<file path="src/rtl/cpfb_pkg.sv">
package cpfb_pkg;

  localparam logic [7:0]  HDR_BYTE  = 8'h55;
  localparam logic [7:0]  END_BYTE  = 8'hAA;
  localparam logic [7:0]  SVC_KIND0 = 8'h01;
  localparam logic [7:0]  SVC_KIND1 = 8'h80;
  localparam logic [8:0]  LEN_BIAS  = 9'd10;
  localparam logic [31:0] CRC_POLY  = 32'hEDB88320;
  localparam logic [31:0] CRC_ONES  = 32'hFFFFFFFF;

  localparam int QDepth  = 4;
  localparam int QPtrW   = $clog2(QDepth);
  localparam int QCountW = $clog2(QDepth + 1);

  localparam int IdxW = 3;

  // Byte positions inside a start or end run
  localparam logic [IdxW-1:0] POS_HDR      = 3'd0;
  localparam logic [IdxW-1:0] POS_RX       = 3'd1;
  localparam logic [IdxW-1:0] POS_TX       = 3'd2;
  localparam logic [IdxW-1:0] POS_LEN_LO   = 3'd3;
  localparam logic [IdxW-1:0] POS_LEN_HI   = 3'd4;
  localparam logic [IdxW-1:0] POS_SVC      = 3'd5;
  localparam logic [IdxW-1:0] POS_CMD      = 3'd6;
  localparam logic [IdxW-1:0] POS_CRC0     = 3'd0;
  localparam logic [IdxW-1:0] POS_CRC1     = 3'd1;
  localparam logic [IdxW-1:0] POS_CRC2     = 3'd2;
  localparam logic [IdxW-1:0] POS_CRC3     = 3'd3;
  localparam logic [IdxW-1:0] POS_END_LAST = 3'd5;

  localparam int CfgAddrW = 2;
  localparam int CfgDataW = 4;

  typedef enum logic [CfgAddrW-1:0] {
    REG_OWN_MODULE  = 2'd0,
    REG_OWN_CHASSIS = 2'd1,
    REG_DEVICE_KIND = 2'd2
  } cfg_reg_e;

  typedef enum logic [1:0] {
    ACT_START = 2'd0,
    ACT_DATA  = 2'd1,
    ACT_END   = 2'd2
  } action_e;

  typedef enum logic [1:0] {
    KIND_START = 2'd0,
    KIND_DATA  = 2'd1,
    KIND_END   = 2'd2
  } kind_e;

  // One queued job; data holds the command on start, the payload byte on data
  typedef struct packed {
    kind_e      kind;
    logic [7:0] rx;
    logic [7:0] tx;
    logic [7:0] len_lo;
    logic [7:0] len_hi;
    logic [7:0] svc;
    logic [7:0] data;
  } entry_t;

  typedef struct packed {
    logic   valid;
    entry_t entry;
  } q_push_t;

  function automatic logic [31:0] crc_byte(input logic [31:0] crc, input logic [7:0] b);
    logic [31:0] c;
    c = crc ^ {24'd0, b};
    for (int i = 0; i < 8; i++) begin
      c = c[0] ? ((c >> 1) ^ CRC_POLY) : (c >> 1);
    end
    return c;
  endfunction

endpackage

</file>
<file path="src/rtl/cpfb_front.sv">
module cpfb_front (
  input  logic                            clk_i,
  input  logic                            rst_ni,
  input  logic                            in_valid_i,
  output logic                            in_ready_o,
  input  logic [1:0]                      action_i,
  input  logic [3:0]                      receiver_module_i,
  input  logic [3:0]                      receiver_chassis_i,
  input  logic [7:0]                      command_i,
  input  logic [7:0]                      payload_length_i,
  input  logic [7:0]                      payload_byte_i,
  input  logic                            cfg_we_i,
  input  logic [cpfb_pkg::CfgAddrW-1:0]   cfg_addr_i,
  input  logic [cpfb_pkg::CfgDataW-1:0]   cfg_wdata_i,
  input  logic                            q_full_i,
  output cpfb_pkg::q_push_t               push_o
);
  import cpfb_pkg::*;

  logic [3:0] own_module_q, own_module_d;
  logic [3:0] own_chassis_q, own_chassis_d;
  logic       device_kind_q, device_kind_d;
  logic       frame_open_q, frame_open_d;
  logic       accept;
  logic [8:0] len;

  assign in_ready_o = !q_full_i;
  assign accept     = in_valid_i && in_ready_o;
  assign len        = {1'b0, payload_length_i} + LEN_BIAS;

  always_comb begin
    own_module_d  = own_module_q;
    own_chassis_d = own_chassis_q;
    device_kind_d = device_kind_q;
    if (cfg_we_i) begin
      case (cfg_reg_e'(cfg_addr_i))
        REG_OWN_MODULE:  own_module_d  = cfg_wdata_i[3:0];
        REG_OWN_CHASSIS: own_chassis_d = cfg_wdata_i[3:0];
        REG_DEVICE_KIND: device_kind_d = cfg_wdata_i[0];
        default: ;
      endcase
    end
  end

  always_comb begin
    frame_open_d        = frame_open_q;
    push_o.valid        = 1'b0;
    push_o.entry.kind   = KIND_DATA;
    push_o.entry.rx     = {receiver_chassis_i, receiver_module_i};
    push_o.entry.tx     = {own_chassis_q, own_module_q};
    push_o.entry.len_lo = len[7:0];
    push_o.entry.len_hi = {7'd0, len[8]};
    push_o.entry.svc    = device_kind_q ? SVC_KIND1 : SVC_KIND0;
    push_o.entry.data   = payload_byte_i;
    if (accept) begin
      case (action_e'(action_i))
        ACT_START: begin
          push_o.valid      = 1'b1;
          push_o.entry.kind = KIND_START;
          push_o.entry.data = command_i;
          frame_open_d      = 1'b1;
        end
        ACT_DATA: begin
          push_o.valid      = frame_open_q;
          push_o.entry.kind = KIND_DATA;
        end
        ACT_END: begin
          push_o.valid      = frame_open_q;
          push_o.entry.kind = KIND_END;
          frame_open_d      = 1'b0;
        end
        default: ;  // unused action code: beat dropped
      endcase
    end
  end

  always_ff @(posedge clk_i or negedge rst_ni) begin
    if (!rst_ni) begin
      own_module_q  <= '0;
      own_chassis_q <= '0;
      device_kind_q <= 1'b0;
      frame_open_q  <= 1'b0;
    end else begin
      own_module_q  <= own_module_d;
      own_chassis_q <= own_chassis_d;
      device_kind_q <= device_kind_d;
      frame_open_q  <= frame_open_d;
    end
  end

endmodule

</file>
<file path="src/rtl/cpfb_queue.sv">
module cpfb_queue (
  input  logic              clk_i,
  input  logic              rst_ni,
  input  cpfb_pkg::q_push_t push_i,
  output logic              full_o,
  output logic              head_valid_o,
  output cpfb_pkg::entry_t  head_o,
  input  logic              pop_i
);
  import cpfb_pkg::*;

  entry_t             mem_q [QDepth];
  logic [QPtrW-1:0]   wr_ptr_q, wr_ptr_d;
  logic [QPtrW-1:0]   rd_ptr_q, rd_ptr_d;
  logic [QCountW-1:0] count_q, count_d;
  logic               do_push, do_pop;

  assign full_o       = (count_q == QCountW'(QDepth));
  assign head_valid_o = (count_q != '0);
  assign head_o       = mem_q[rd_ptr_q];
  assign do_push      = push_i.valid && !full_o;
  assign do_pop       = pop_i && head_valid_o;

  always_comb begin
    wr_ptr_d = do_push ? wr_ptr_q + 1'b1 : wr_ptr_q;
    rd_ptr_d = do_pop ? rd_ptr_q + 1'b1 : rd_ptr_q;
    count_d  = count_q;
    if (do_push && !do_pop) begin
      count_d = count_q + 1'b1;
    end else if (!do_push && do_pop) begin
      count_d = count_q - 1'b1;
    end
  end

  always_ff @(posedge clk_i) begin
    if (do_push) begin
      mem_q[wr_ptr_q] <= push_i.entry;
    end
  end

  always_ff @(posedge clk_i or negedge rst_ni) begin
    if (!rst_ni) begin
      wr_ptr_q <= '0;
      rd_ptr_q <= '0;
      count_q  <= '0;
    end else begin
      wr_ptr_q <= wr_ptr_d;
      rd_ptr_q <= rd_ptr_d;
      count_q  <= count_d;
    end
  end

endmodule

</file>
<file path="src/rtl/cpfb_back.sv">
module cpfb_back (
  input  logic             clk_i,
  input  logic             rst_ni,
  input  logic             head_valid_i,
  input  cpfb_pkg::entry_t head_i,
  output logic             pop_o,
  output logic             out_valid_o,
  input  logic             out_ready_i,
  output logic [7:0]       frame_byte_o,
  output logic             last_of_run_o,
  output logic             frame_done_o
);
  import cpfb_pkg::*;

  logic [IdxW-1:0] idx_q, idx_d;
  logic [31:0]     crc_q, crc_d;
  logic [31:0]     crc_fin;
  logic            out_valid_q, out_valid_d;
  logic [7:0]      byte_q, byte_d;
  logic            last_q, last_d;
  logic            done_q, done_d;
  logic            slot_free, step;
  logic [7:0]      cur_byte;
  logic            cur_last, cur_done, cur_upd;

  assign slot_free = !out_valid_q || out_ready_i;
  assign step      = head_valid_i && slot_free;
  assign pop_o     = step && cur_last;
  assign crc_fin   = crc_q ^ CRC_ONES;

  // Byte select for the job at the queue head
  always_comb begin
    cur_byte = head_i.data;
    cur_last = 1'b0;
    cur_done = 1'b0;
    cur_upd  = 1'b0;
    case (head_i.kind)
      KIND_START: begin
        cur_upd  = (idx_q >= POS_TX);
        cur_last = (idx_q == POS_CMD);
        case (idx_q)
          POS_HDR:    cur_byte = HDR_BYTE;
          POS_RX:     cur_byte = head_i.rx;
          POS_TX:     cur_byte = head_i.tx;
          POS_LEN_LO: cur_byte = head_i.len_lo;
          POS_LEN_HI: cur_byte = head_i.len_hi;
          POS_SVC:    cur_byte = head_i.svc;
          default:    cur_byte = head_i.data;
        endcase
      end
      KIND_DATA: begin
        cur_upd  = 1'b1;
        cur_last = 1'b1;
      end
      KIND_END: begin
        cur_last = (idx_q == POS_END_LAST);
        cur_done = cur_last;
        case (idx_q)
          POS_CRC0: cur_byte = crc_fin[7:0];
          POS_CRC1: cur_byte = crc_fin[15:8];
          POS_CRC2: cur_byte = crc_fin[23:16];
          POS_CRC3: cur_byte = crc_fin[31:24];
          default:  cur_byte = END_BYTE;
        endcase
      end
      default: ;
    endcase
  end

  always_comb begin
    idx_d       = idx_q;
    crc_d       = crc_q;
    out_valid_d = out_valid_q && !out_ready_i;
    byte_d      = byte_q;
    last_d      = last_q;
    done_d      = done_q;
    if (step) begin
      idx_d       = cur_last ? '0 : idx_q + 1'b1;
      out_valid_d = 1'b1;
      byte_d      = cur_byte;
      last_d      = cur_last;
      done_d      = cur_done;
      if (head_i.kind == KIND_START && idx_q == POS_HDR) begin
        crc_d = CRC_ONES;
      end else if (cur_upd) begin
        crc_d = crc_byte(crc_q, cur_byte);
      end else if (cur_done) begin
        crc_d = CRC_ONES;
      end
    end
  end

  always_ff @(posedge clk_i or negedge rst_ni) begin
    if (!rst_ni) begin
      idx_q       <= '0;
      crc_q       <= CRC_ONES;
      out_valid_q <= 1'b0;
      byte_q      <= '0;
      last_q      <= 1'b0;
      done_q      <= 1'b0;
    end else begin
      idx_q       <= idx_d;
      crc_q       <= crc_d;
      out_valid_q <= out_valid_d;
      byte_q      <= byte_d;
      last_q      <= last_d;
      done_q      <= done_d;
    end
  end

  assign out_valid_o   = out_valid_q;
  assign frame_byte_o  = byte_q;
  assign last_of_run_o = last_q;
  assign frame_done_o  = done_q;

`ifndef NO_ASSERTIONS
  a_done_is_last: assert property (@(posedge clk_i) disable iff (!rst_ni)
    out_valid_q && done_q |-> last_q)
    else $error("frame_done without last_of_run");

  a_data_single: assert property (@(posedge clk_i) disable iff (!rst_ni)
    head_valid_i && head_i.kind == KIND_DATA |-> idx_q == '0)
    else $error("data job at nonzero byte position");

  a_pop_loads_out: assert property (@(posedge clk_i) disable iff (!rst_ni)
    pop_o |=> out_valid_q && last_q)
    else $error("pop without final beat in output register");

  a_idx_bound: assert property (@(posedge clk_i) disable iff (!rst_ni)
    idx_q <= POS_CMD)
    else $error("byte position out of range");
`endif

endmodule

</file>
<file path="src/rtl/crc32_packet_frame_builder.sv">
// Channel  Direction  Handshake                    Beat
// in       input      in_valid_i / in_ready_o      one action with its fields
// out      output     out_valid_o / out_ready_i    one frame byte with flags
// cfg      input      cfg_we_i                     one register write
//
// One output beat per cycle while a job is queued and out_ready_i allows:
// start gives 7 beats, payload 1, end 6. Input beats are taken every cycle
// while the 4-deep job queue has room, so a start is absorbed as one entry
// and the output side stalls alone. Dropped actions use no output beats.
// Reset clears config and the open-frame flag and sets the CRC to all ones.
module crc32_packet_frame_builder (
  input  logic                          clk_i,
  input  logic                          rst_ni,
  input  logic                          in_valid_i,
  output logic                          in_ready_o,
  input  logic [1:0]                    action_i,
  input  logic [3:0]                    receiver_module_i,
  input  logic [3:0]                    receiver_chassis_i,
  input  logic [7:0]                    command_i,
  input  logic [7:0]                    payload_length_i,
  input  logic [7:0]                    payload_byte_i,
  output logic                          out_valid_o,
  input  logic                          out_ready_i,
  output logic [7:0]                    frame_byte_o,
  output logic                          last_of_run_o,
  output logic                          frame_done_o,
  input  logic                          cfg_we_i,
  input  logic [cpfb_pkg::CfgAddrW-1:0] cfg_addr_i,
  input  logic [cpfb_pkg::CfgDataW-1:0] cfg_wdata_i
);
  import cpfb_pkg::*;

  q_push_t push;
  logic    q_full;
  logic    head_valid;
  entry_t  head;
  logic    pop;

  cpfb_front u_front (
    .clk_i              (clk_i),
    .rst_ni             (rst_ni),
    .in_valid_i         (in_valid_i),
    .in_ready_o         (in_ready_o),
    .action_i           (action_i),
    .receiver_module_i  (receiver_module_i),
    .receiver_chassis_i (receiver_chassis_i),
    .command_i          (command_i),
    .payload_length_i   (payload_length_i),
    .payload_byte_i     (payload_byte_i),
    .cfg_we_i           (cfg_we_i),
    .cfg_addr_i         (cfg_addr_i),
    .cfg_wdata_i        (cfg_wdata_i),
    .q_full_i           (q_full),
    .push_o             (push)
  );

  cpfb_queue u_queue (
    .clk_i        (clk_i),
    .rst_ni       (rst_ni),
    .push_i       (push),
    .full_o       (q_full),
    .head_valid_o (head_valid),
    .head_o       (head),
    .pop_i        (pop)
  );

  cpfb_back u_back (
    .clk_i         (clk_i),
    .rst_ni        (rst_ni),
    .head_valid_i  (head_valid),
    .head_i        (head),
    .pop_o         (pop),
    .out_valid_o   (out_valid_o),
    .out_ready_i   (out_ready_i),
    .frame_byte_o  (frame_byte_o),
    .last_of_run_o (last_of_run_o),
    .frame_done_o  (frame_done_o)
  );

endmodule

</file>
<file path="config.mk">
export PLATFORM = sky130hd
export DESIGN_NAME = crc32_packet_frame_builder
export DESIGN_NICKNAME = d
export VERILOG_FILES = /design/src/rtl/cpfb_pkg.sv /design/src/rtl/cpfb_front.sv /design/src/rtl/cpfb_queue.sv /design/src/rtl/cpfb_back.sv /design/src/rtl/crc32_packet_frame_builder.sv
export SDC_FILE = /design/constraint.sdc
export NUM_CORES = 1
export LEC_CHECK = 0
export BUFFER_PORTS_ARGS = -buffer_cell sky130_fd_sc_hd__buf_2
export CORE_MARGIN = 3
export CORE_UTILIZATION = 25
export DETAILED_ROUTE_END_ITERATION = 10
export GPL_TIMING_DRIVEN = 0
export PLACE_DENSITY = 0.44
export SLEW_MARGIN = 20
export SYNTH_ARGS = -nofsm -noshare
export SYNTH_HDL_FRONTEND = slang
export SYNTH_SLANG_ARGS = --single-unit
</file>
<file path="constraint.sdc">
create_clock -name clk_i -period 3.4 [get_ports clk_i]
set_input_delay 0.68 -clock clk_i [delete_from_list [all_inputs] [get_ports clk_i]]
set_output_delay 0.68 -clock clk_i [all_outputs]
set_load 0.01 [all_outputs]
</file>
==> impl_results.md, run 1 <==
* Warnings, synthesis at 0
* Number of distinct library cells after synthesis at 61
* Origin of the worst setup path: u_queue.rd_ptr_q[0]
* Reg-to-reg critical path startpoint: u_queue.rd_ptr_q[0]
* Number of DRC violations after detailed-routing iteration 0 at 304
* CP arrival at around 3.9 ns
* Minimum setup slack in the final design at -0.02371 ns
* Summed instance area of the synthesized netlist at 9627 sq um
* Seq/Total Area, Yosys at 0.6296
* Slew margin rel. at 0.3744
* Total global-route track usage at 0.1248
* Worst Reg2Reg Path Length in Cells at 11
* Classification of the worst setup path: flip-flop to flip-flop
* Synthesized net count at 702
* Overflow after GRT at 0
* Reg-to-reg slack, setup at -0.02 ns
* Synthesis-stage register bit count at 211
* Class of the most critical hold timing path: primary input to asynchronous set/reset pin
* Die Area at 40900 sq um
* Area occupied by registers at between 6000 and 7000 sq um
* Root cell of the clock tree: clkbuf_16
* Routed via count at 5836
* Highest attainable clock frequency at approximately 0.29 GHz
* Number of clock sinks at 211
* Outcome: complete, but fails checks
* Wire length after detailed routing at 25850 microns
* Count of hold-fix buffers inserted at cts at 0
* Critical path required time at between 3 and 4 ns
* Post-synth top area share at 0.4617
* Width of the die at 202.2 microns
* Critical path capture point type: flip-flop
* Number of failing setup endpoints in the final timing report at 2
* Largest clock skew in the final design at between 0.015 and 0.02 ns
* Number of vias per cell at between 4 and 5
* Actual slew at the worst max-slew pin at 0.9332 ns
* Most area-hungry cell type in the Yosys netlist: edfxtp_1
* Area growth from synthesis to final layout at 32.01%
* EDFF count, synth at between 100 and 150
* Most common cell after layout, fill and taps aside: edfxtp_1
* Combined area of the multi-input logic cells at just under 4000 sq um
* Row count at 71
* Critical path launch point type: flip-flop
* Total iterations of the first detailed-routing run at 5
* Clock buffer count from CTS at 26
* DIE HEIGHT at 202.2 microns
* Clock latency on the worst-skew pair at 0.54 ns
* Count of placed standard cells including taps at 1214
* Maximum fanout encountered on the critical timing path at 5
* Nets at 857
* Mapped Cells at 644
* Routability congestion estimate from global placement at 0.7641
* Max capacitance violation total at 0
* Share of the cycle needed by the critical path after routing at 1.007
* Average routed wire per standard cell at 19.43 microns
* Dpl hpwl at roughly 17000 microns
* H-tree depth reported by CTS at 1
* Share of synthesized registers carrying an async set or reset at 0.2986
* Top post-synthesis cells by area: edfxtp_1 (46%), dfstp_2 (8.7%), dfrtp_1 (8.1%)
* Longest Clk Path Bufs at 3
* Total of buffers placed on input and output ports at 56
* Commonest cells after routing, fill and taps aside: edfxtp_1 (148), buf_4 (60), buf_2 (56)
* Global-route wire length before repair at 38810 microns
* # fillers at 3758
* Unrepaired setup endpoints after global routing: yes
* Number of routed nets with antenna violations at 0
* Final Max Tran Viols at 0
* Clock transition at the registers of the reported paths at 0.06 ns
* Clock tree from TritonCTS: yes
* Initial core utilization at 0.2544
* Synth Flop Type: edfxtp_1
* Number of primary I/O pins at 57
* Ratio of cells with drive above 1 in the final layout at 0.4151
* Final Critical Period at between 3 and 4 ns
* Core Area at 37840 sq um
* Number of global-route vias before repair at 6106
* Mean Syn Cell Area at 14.95 sq um
* Final cell count without fillers at 1330
* DR DRC count at 0
* Violations in the final reports: setup timing
* Number of diodes at 0
* Maximum number of pins on one net before global-route repair at 38
* Number of antenna violations at the first check in global routing at 0
* Hold violation count in the final report at 0
* Core utilization of the finished layout at 0.3358
flip-flops by register name (all words and copies together), names as in the netlist:
register and flops:
u_front.device_kind_q 1, u_back.crc_q 32, u_back.idx_q 3, u_front.own_chassis_q 4, u_back.frame_done_o 1, u_front.own_module_q 4, u_back.last_of_run_o 1, u_queue.wr_ptr_q 2
u_back.out_valid_o 1, u_back.frame_byte_o 8, u_front.frame_open_q 1, u_queue.mem_q 148, u_queue.count_q 3, u_queue.rd_ptr_q 2
worst paths after layout:
| kind | endpoint |
|---|---|
| max | u_back.crc_q[20] |
| max in group asynchronous | u_back.crc_q[12] |
| min reg2reg | u_back.frame_byte_o[3] |
| max reg2reg | u_back.crc_q[20] |
| min | u_back.frame_byte_o[3] |
| min in group clk_i | u_queue.mem_q[3][40] |
stage by stage:
stage / setup WS [ns] / cell area (sq um) / setup TNS (ns) / hold WS, ns
detailed placement: -1.096 / 10660 / -21.28 / 0.4735
global route: -0.1033 / 12710 / -0.2633 / 0.09252
finish: -0.02371 / 12710 / -0.03330 / 0.08904
CTS: -0.03022 / 12410 / -0.04716 / 0.07868
floorplan: 0.002738 / 9667 / 0 / 0.3844
global placement: -1.183 / 10590 / -45.89 / 0.4642
synth_stat cells (8+ instances only):
library cell and count:
xnor2_1 38, mux2i_1 10, xor2_1 20, a21oi_1 42, nand2b_1 16, o21ai_0 8
xnor3_1 8, edfxtp_1 148, o22ai_1 8, mux4_2 31, dfrtp_1 31, clkbuf_1 16
mux2_2 20, ha_1 12, nor2_1 46, nand2_1 38, inv_1 21, dfstp_2 32
per-layer routing:
layer,vias to the layer above,wire (microns),GRT usage,share of wire
met4,0,478,0.02425,0.018
li1,2742,-,-,-
met2,104,12570,0.2080,0.49
met5,-,0,0,0
met3,34,1038,0.02126,0.040
met1,2956,11770,0.1732,0.46
repair_timing:
item	in CTS	in global routing
resized for setup	91	41
buffers inserted	51	19
pin swaps	24	16
endpoints found under the setup margin	30	20
critical path, cell delays in order, from the launching register on:
cell and delay [ns]:
dfrtp_1 0.37, buf_12 0.14, buf_8 0.11, mux4_2 0.52, a22o_1 0.23, or4_4 0.54
o211a_4 0.19, xnor2_4 0.22, xnor2_4 0.15, xnor3_2 0.50, xnor3_1 0.21, o22a_1 0.17
cells by family after synthesis:
group	synth area share
mux	0.1063
fa+ha+maj	0.01768
compound gates	0.07330
buf+inv	0.02119
flops	0.6296
simple gates	0.06330
xor+xnor	0.08864
cell type report:
| type | count | share of cell area |
|---|---|---|
| inverter | 21 | 0.007483 |
| tap | 511 | 0.05031 |
| multi-input combinational | 386 | 0.3030 |
| buffer | 25 | 0.01890 |
| timing repair buffer | 128 | 0.07335 |
| clock inverter | 15 | 0.01408 |
| clock buffer | 33 | 0.05563 |
| sequential | 211 | 0.4772 |
Power of run 1 is left out: the tool's default activity adds up to more than one toggle a clock period on the data nets, which glitch-free logic cannot reach.
==> inputs of run 2 (changes only) <==
ABC_AREA = 1   (was not set)
==> run 2 against run 1 <==
The flow now finishes without violations. Global-route usage grew 1.9 points. Clock-buffer cell count shrank 1. Non-clock buffer count shrank 51. Worst setup slack gained 0.26 ns. Hold slack lost 0.035 ns. Register-to-register slack gained 0.26 ns. Synthesized cell count grew 81%. Cell area shrank 0.48%. Die area grew 9.4%. Fmax grew 8.4%. Critical path depth grew 12. Area after synthesis grew 9.7%. Critical path type unchanged. Highest routed layer is now met5.
==> impl_results.md, run 2 <==
* Outcome: complete, no violations (was complete, but fails checks)
* Clock buffer count from CTS at 25 (was 26)
* Number of vias per cell at 4.535 (was 4.388)
* Nets at 1321 (was 857)
* Core Area at 41290 sq um (was 37840 sq um)
* Mapped Cells at 1166 (was 644)
* Number of antenna violations at the first check in global routing at 1 (was 0)
* Commonest cells after routing, fill and taps aside: nand2_1 (338), edfxtp_1 (148), inv_1 (111) (was edfxtp_1 (148), buf_4 (60), buf_2 (56))
* Critical path required time at 3.88 ns (was 3.87 ns)
* Wire length after detailed routing at 32100 microns (was 25850 microns)
* H-tree depth reported by CTS at 1 (unchanged)
* Share of the cycle needed by the critical path after routing at 0.9293 (was 1.007)
* # fillers at 4354 (was 3758)
* Flip-flop count of the largest register, all copies and words added at 148 (unchanged)
* Clock tree from TritonCTS: yes (unchanged)
* Root cell of the clock tree: clkbuf_16 (unchanged)
* Maximum number of pins on one net before global-route repair at 38 (unchanged)
* Number of DRC violations after detailed-routing iteration 0 at 653 (was 304)
* CP arrival at 3.64 ns (was 3.89 ns)
* Number of clock sinks at 211 (unchanged)
* Final Max Tran Viols at 0 (unchanged)
* Routability congestion estimate from global placement at 0.8554 (was 0.7641)
* Clock latency on the worst-skew pair at 0.55 ns (was 0.54 ns)
* Highest attainable clock frequency at 0.3165 GHz (was 0.2921 GHz)
* Final hold slack at 0.05429 ns (was 0.08904 ns)
* Critical path launch point type: flip-flop (unchanged)
* Final Critical Period at 3.160 ns (was 3.424 ns)
* Hold violation count in the final report at 0 (unchanged)
* Routed via count at 8222 (was 5836)
* Area growth from synthesis to final layout at 19.81% (was 32.01%)
* Initial core utilization at 0.2556 (was 0.2544)
* Synthesis-stage register bit count at 211 (unchanged)
* Most used standard cell by instance count after synthesis: nand2_1 (was edfxtp_1)
* Largest clock skew in the final design at 0.01325 ns (was 0.01651 ns)
* Warnings, synthesis at 0 (unchanged)
* Area occupied by registers at 6062 sq um (was 6065 sq um)
* Class of the most critical hold timing path: primary input to asynchronous set/reset pin (unchanged)
* Die Area at 44730 sq um (was 40900 sq um)
* Top post-synthesis cells by area: edfxtp_1 (42%), nand2_1 (12%), dfstp_2 (8.0%) (was edfxtp_1 (46%), dfstp_2 (8.7%), dfrtp_1 (8.1%))
* Row count at 74 (was 71)
* Critical path capture point type: flip-flop (unchanged)
* Most area-hungry cell type in the Yosys netlist: edfxtp_1 (unchanged)
* Share of synthesized registers carrying an async set or reset at 0.2986 (unchanged)
* DIE HEIGHT at 211.5 microns (was 202.2 microns)
* Minimum setup slack in the final design at 0.2404 ns (was -0.02371 ns)
* Seq/Total Area, Yosys at 0.5741 (was 0.6296)
* Post-synth top area share at 0.4210 (was 0.4617)
* Placed standard-cell area at 11730 sq um (was 10660 sq um)
* Total iterations of the first detailed-routing run at 6 (was 5)
* Number of primary I/O pins at 57 (unchanged)
* Mean Syn Cell Area at 9.053 sq um (was 14.95 sq um)
* Global-route wire length before repair at 48640 microns (was 38810 microns)
* Ratio of cells with drive above 1 in the final layout at 0.1780 (was 0.4151)
* Synth Flop Type: edfxtp_1 (unchanged)
* Combined area of the multi-input logic cells at 3920 sq um (was 3851 sq um)
* Summed instance area of the synthesized netlist at 10560 sq um (was 9627 sq um)
* Overflow after GRT at 0 (unchanged)
* Cell area after layout at 12650 sq um (was 12710 sq um)
* Commonest cells in the synthesized netlist: nand2_1 (341), edfxtp_1 (148), nor2_1 (113), inv_1 (112), nand3_1 (101) (was edfxtp_1 (148), nor2_1 (46), a21oi_1 (42), nand2_1 (38), xnor2_1 (38))
* Number of diodes at 0 (unchanged)
* Average routed wire per standard cell at 17.70 microns (was 19.43 microns)
* Actual slew at the worst max-slew pin at 1.008 ns (was 0.9332 ns)
* Clock transition at the registers of the reported paths at 0.06 ns (about the same)
* Max capacitance violation total at 0 (unchanged)
* Longest Clk Path Bufs at 3 (unchanged)
* Width of the die at 211.5 microns (was 202.2 microns)
* Classification of the worst setup path: flip-flop to flip-flop (unchanged)
* DR DRC count at 0 (unchanged)
* Total of buffers placed on input and output ports at 56 (unchanged)
* Slew margin rel. at 0.3262 (was 0.3744)
* EDFF count, synth at 148 (unchanged)
* Largest reg by FF count: u_queue.mem_q (unchanged)
* Number of routed nets with antenna violations at 0 (unchanged)
* Count of hold-fix buffers inserted at cts at 0 (unchanged)
* Number of distinct library cells after synthesis at 42 (was 61)
* Total global-route track usage at 0.1437 (was 0.1248)
* Maximum fanout encountered on the critical timing path at 10 (was 5)
* Pre-CTS setup slack at -0.3152 ns (was -1.096 ns)
* Dpl hpwl at 22860 microns (was 17460 microns)
* Number of global-route vias before repair at 7879 (was 6106)
* Number of failing setup endpoints in the final timing report at 0 (was 2)
* Unrepaired setup endpoints after global routing: no (was yes)
* Synthesized net count at 1224 (was 702)
* Most common cell after layout, fill and taps aside: nand2_1 (was edfxtp_1)
run 2: cell types whose count changed in the layout (fill, tap and decap cells not counted), sizes merged, moves of 9 or more:
cell | before | now
o22ai | 8 | 31
nor2 | 46 | 116
mux4 | 31 | 0
nand3 | 1 | 102
inv | 19 | 123
nand2 | 38 | 361
xnor3 | 9 | 0
mux2i | 10 | 0
o21ai | 8 | 88
nand2b | 16 | 0
a21oi | 42 | 24
mux2 | 20 | 1
xnor2 | 46 | 9
buf | 139 | 95
run 2: worst paths after layout:
path	cells after the start	to	start	slack [ns]
worst max-delay path	23	u_back.crc_q[19]	u_back.idx_q[2]	0.24
worst min-delay path	1	u_back.frame_byte_o[5]	rst_ni	0.05
worst max register to register	23	u_back.crc_q[19]	u_back.idx_q[2]	0.24
worst min register to register	2	u_back.frame_byte_o[4]	u_back.frame_byte_o[4]	0.48
max in group asynchronous	2	u_back.crc_q[11]	rst_ni	2.72
min in group clk_i	1	u_queue.mem_q[0][34]	receiver_module_i[1]	0.35
run 2: critical path, cell delays in order, from the launching register on:
cell and delay [ns]:
dfrtp_2 0.48, inv_4 0.15, ha_4 0.24, clkinvlp_4 0.15, nand3_2 0.16, nand2_1 0.10, inv_2 0.12, nand2_1 0.07
nor2_1 0.09, nand2_1 0.06, nand2_1 0.05, nand2_1 0.12, nand2_2 0.14, nand2_1 0.13, nand2_4 0.17, nand2_1 0.12
nand2_4 0.17, nand2_2 0.08, nand2_2 0.14, nand2_1 0.07, nand3_1 0.06, nand3_1 0.08, nand2_1 0.07, inv_1 0.04
run 2: metrics by stage:
step,utilization,cells,TNS (ns)
after global placement,0.2785,1754,-341.62
after floorplan,-,1166,-11.70
final,0.3063,1813,0
after detailed placement,0.2839,1762,-7.769
after global routing,0.3063,1813,0
after CTS,0.3039,1809,0
run 2: metal layers:
| layer | track usage | up-vias | wire, microns |
|---|---|---|---|
| li1 | - | 4047 | - |
| met1 | 0.1966 | 3906 | 14780 |
| met2 | 0.2363 | 208 | 14680 |
| met3 | 0.02001 | 59 | 1619 |
| met4 | 0.04642 | 2 | 1005 |
| met5 | 0 | - | 13 |
run 2: cell families (layout without fill, tap and decap cells):
logic type | count (synthesis) | after routing | share of synthesized area
adder cells (fa/ha/maj) | 13 | 13 | 0.01612
multiplexers | 1 | 1 | 0.001067
buffers and inverters | 157 | 272 | 0.06377
flip-flops | 211 | 211 | 0.5741
AND/OR/NAND/NOR | 596 | 596 | 0.2359
AO/OA/AOI/OAI | 152 | 152 | 0.07917
XOR/XNOR | 36 | 36 | 0.02987
run 2: final cells by class:
class                      count  share of cell area
sequential                   211              0.4793
tap                          532             0.05263
clock inverter                13             0.01019
multi-input combinational    798              0.3100
clock buffer                  32             0.05154
timing repair buffer          70             0.04195
buffer                        32             0.01682
inverter                     125             0.03759
run 2: timing repair:
item | in CTS | in global routing
pin swaps | 0 | 2
buffers inserted | 2 | 4
gates resized for setup | 6 | 20
endpoints found under the setup margin | 24 | 19
Power of run 2 is left out for the same reason.
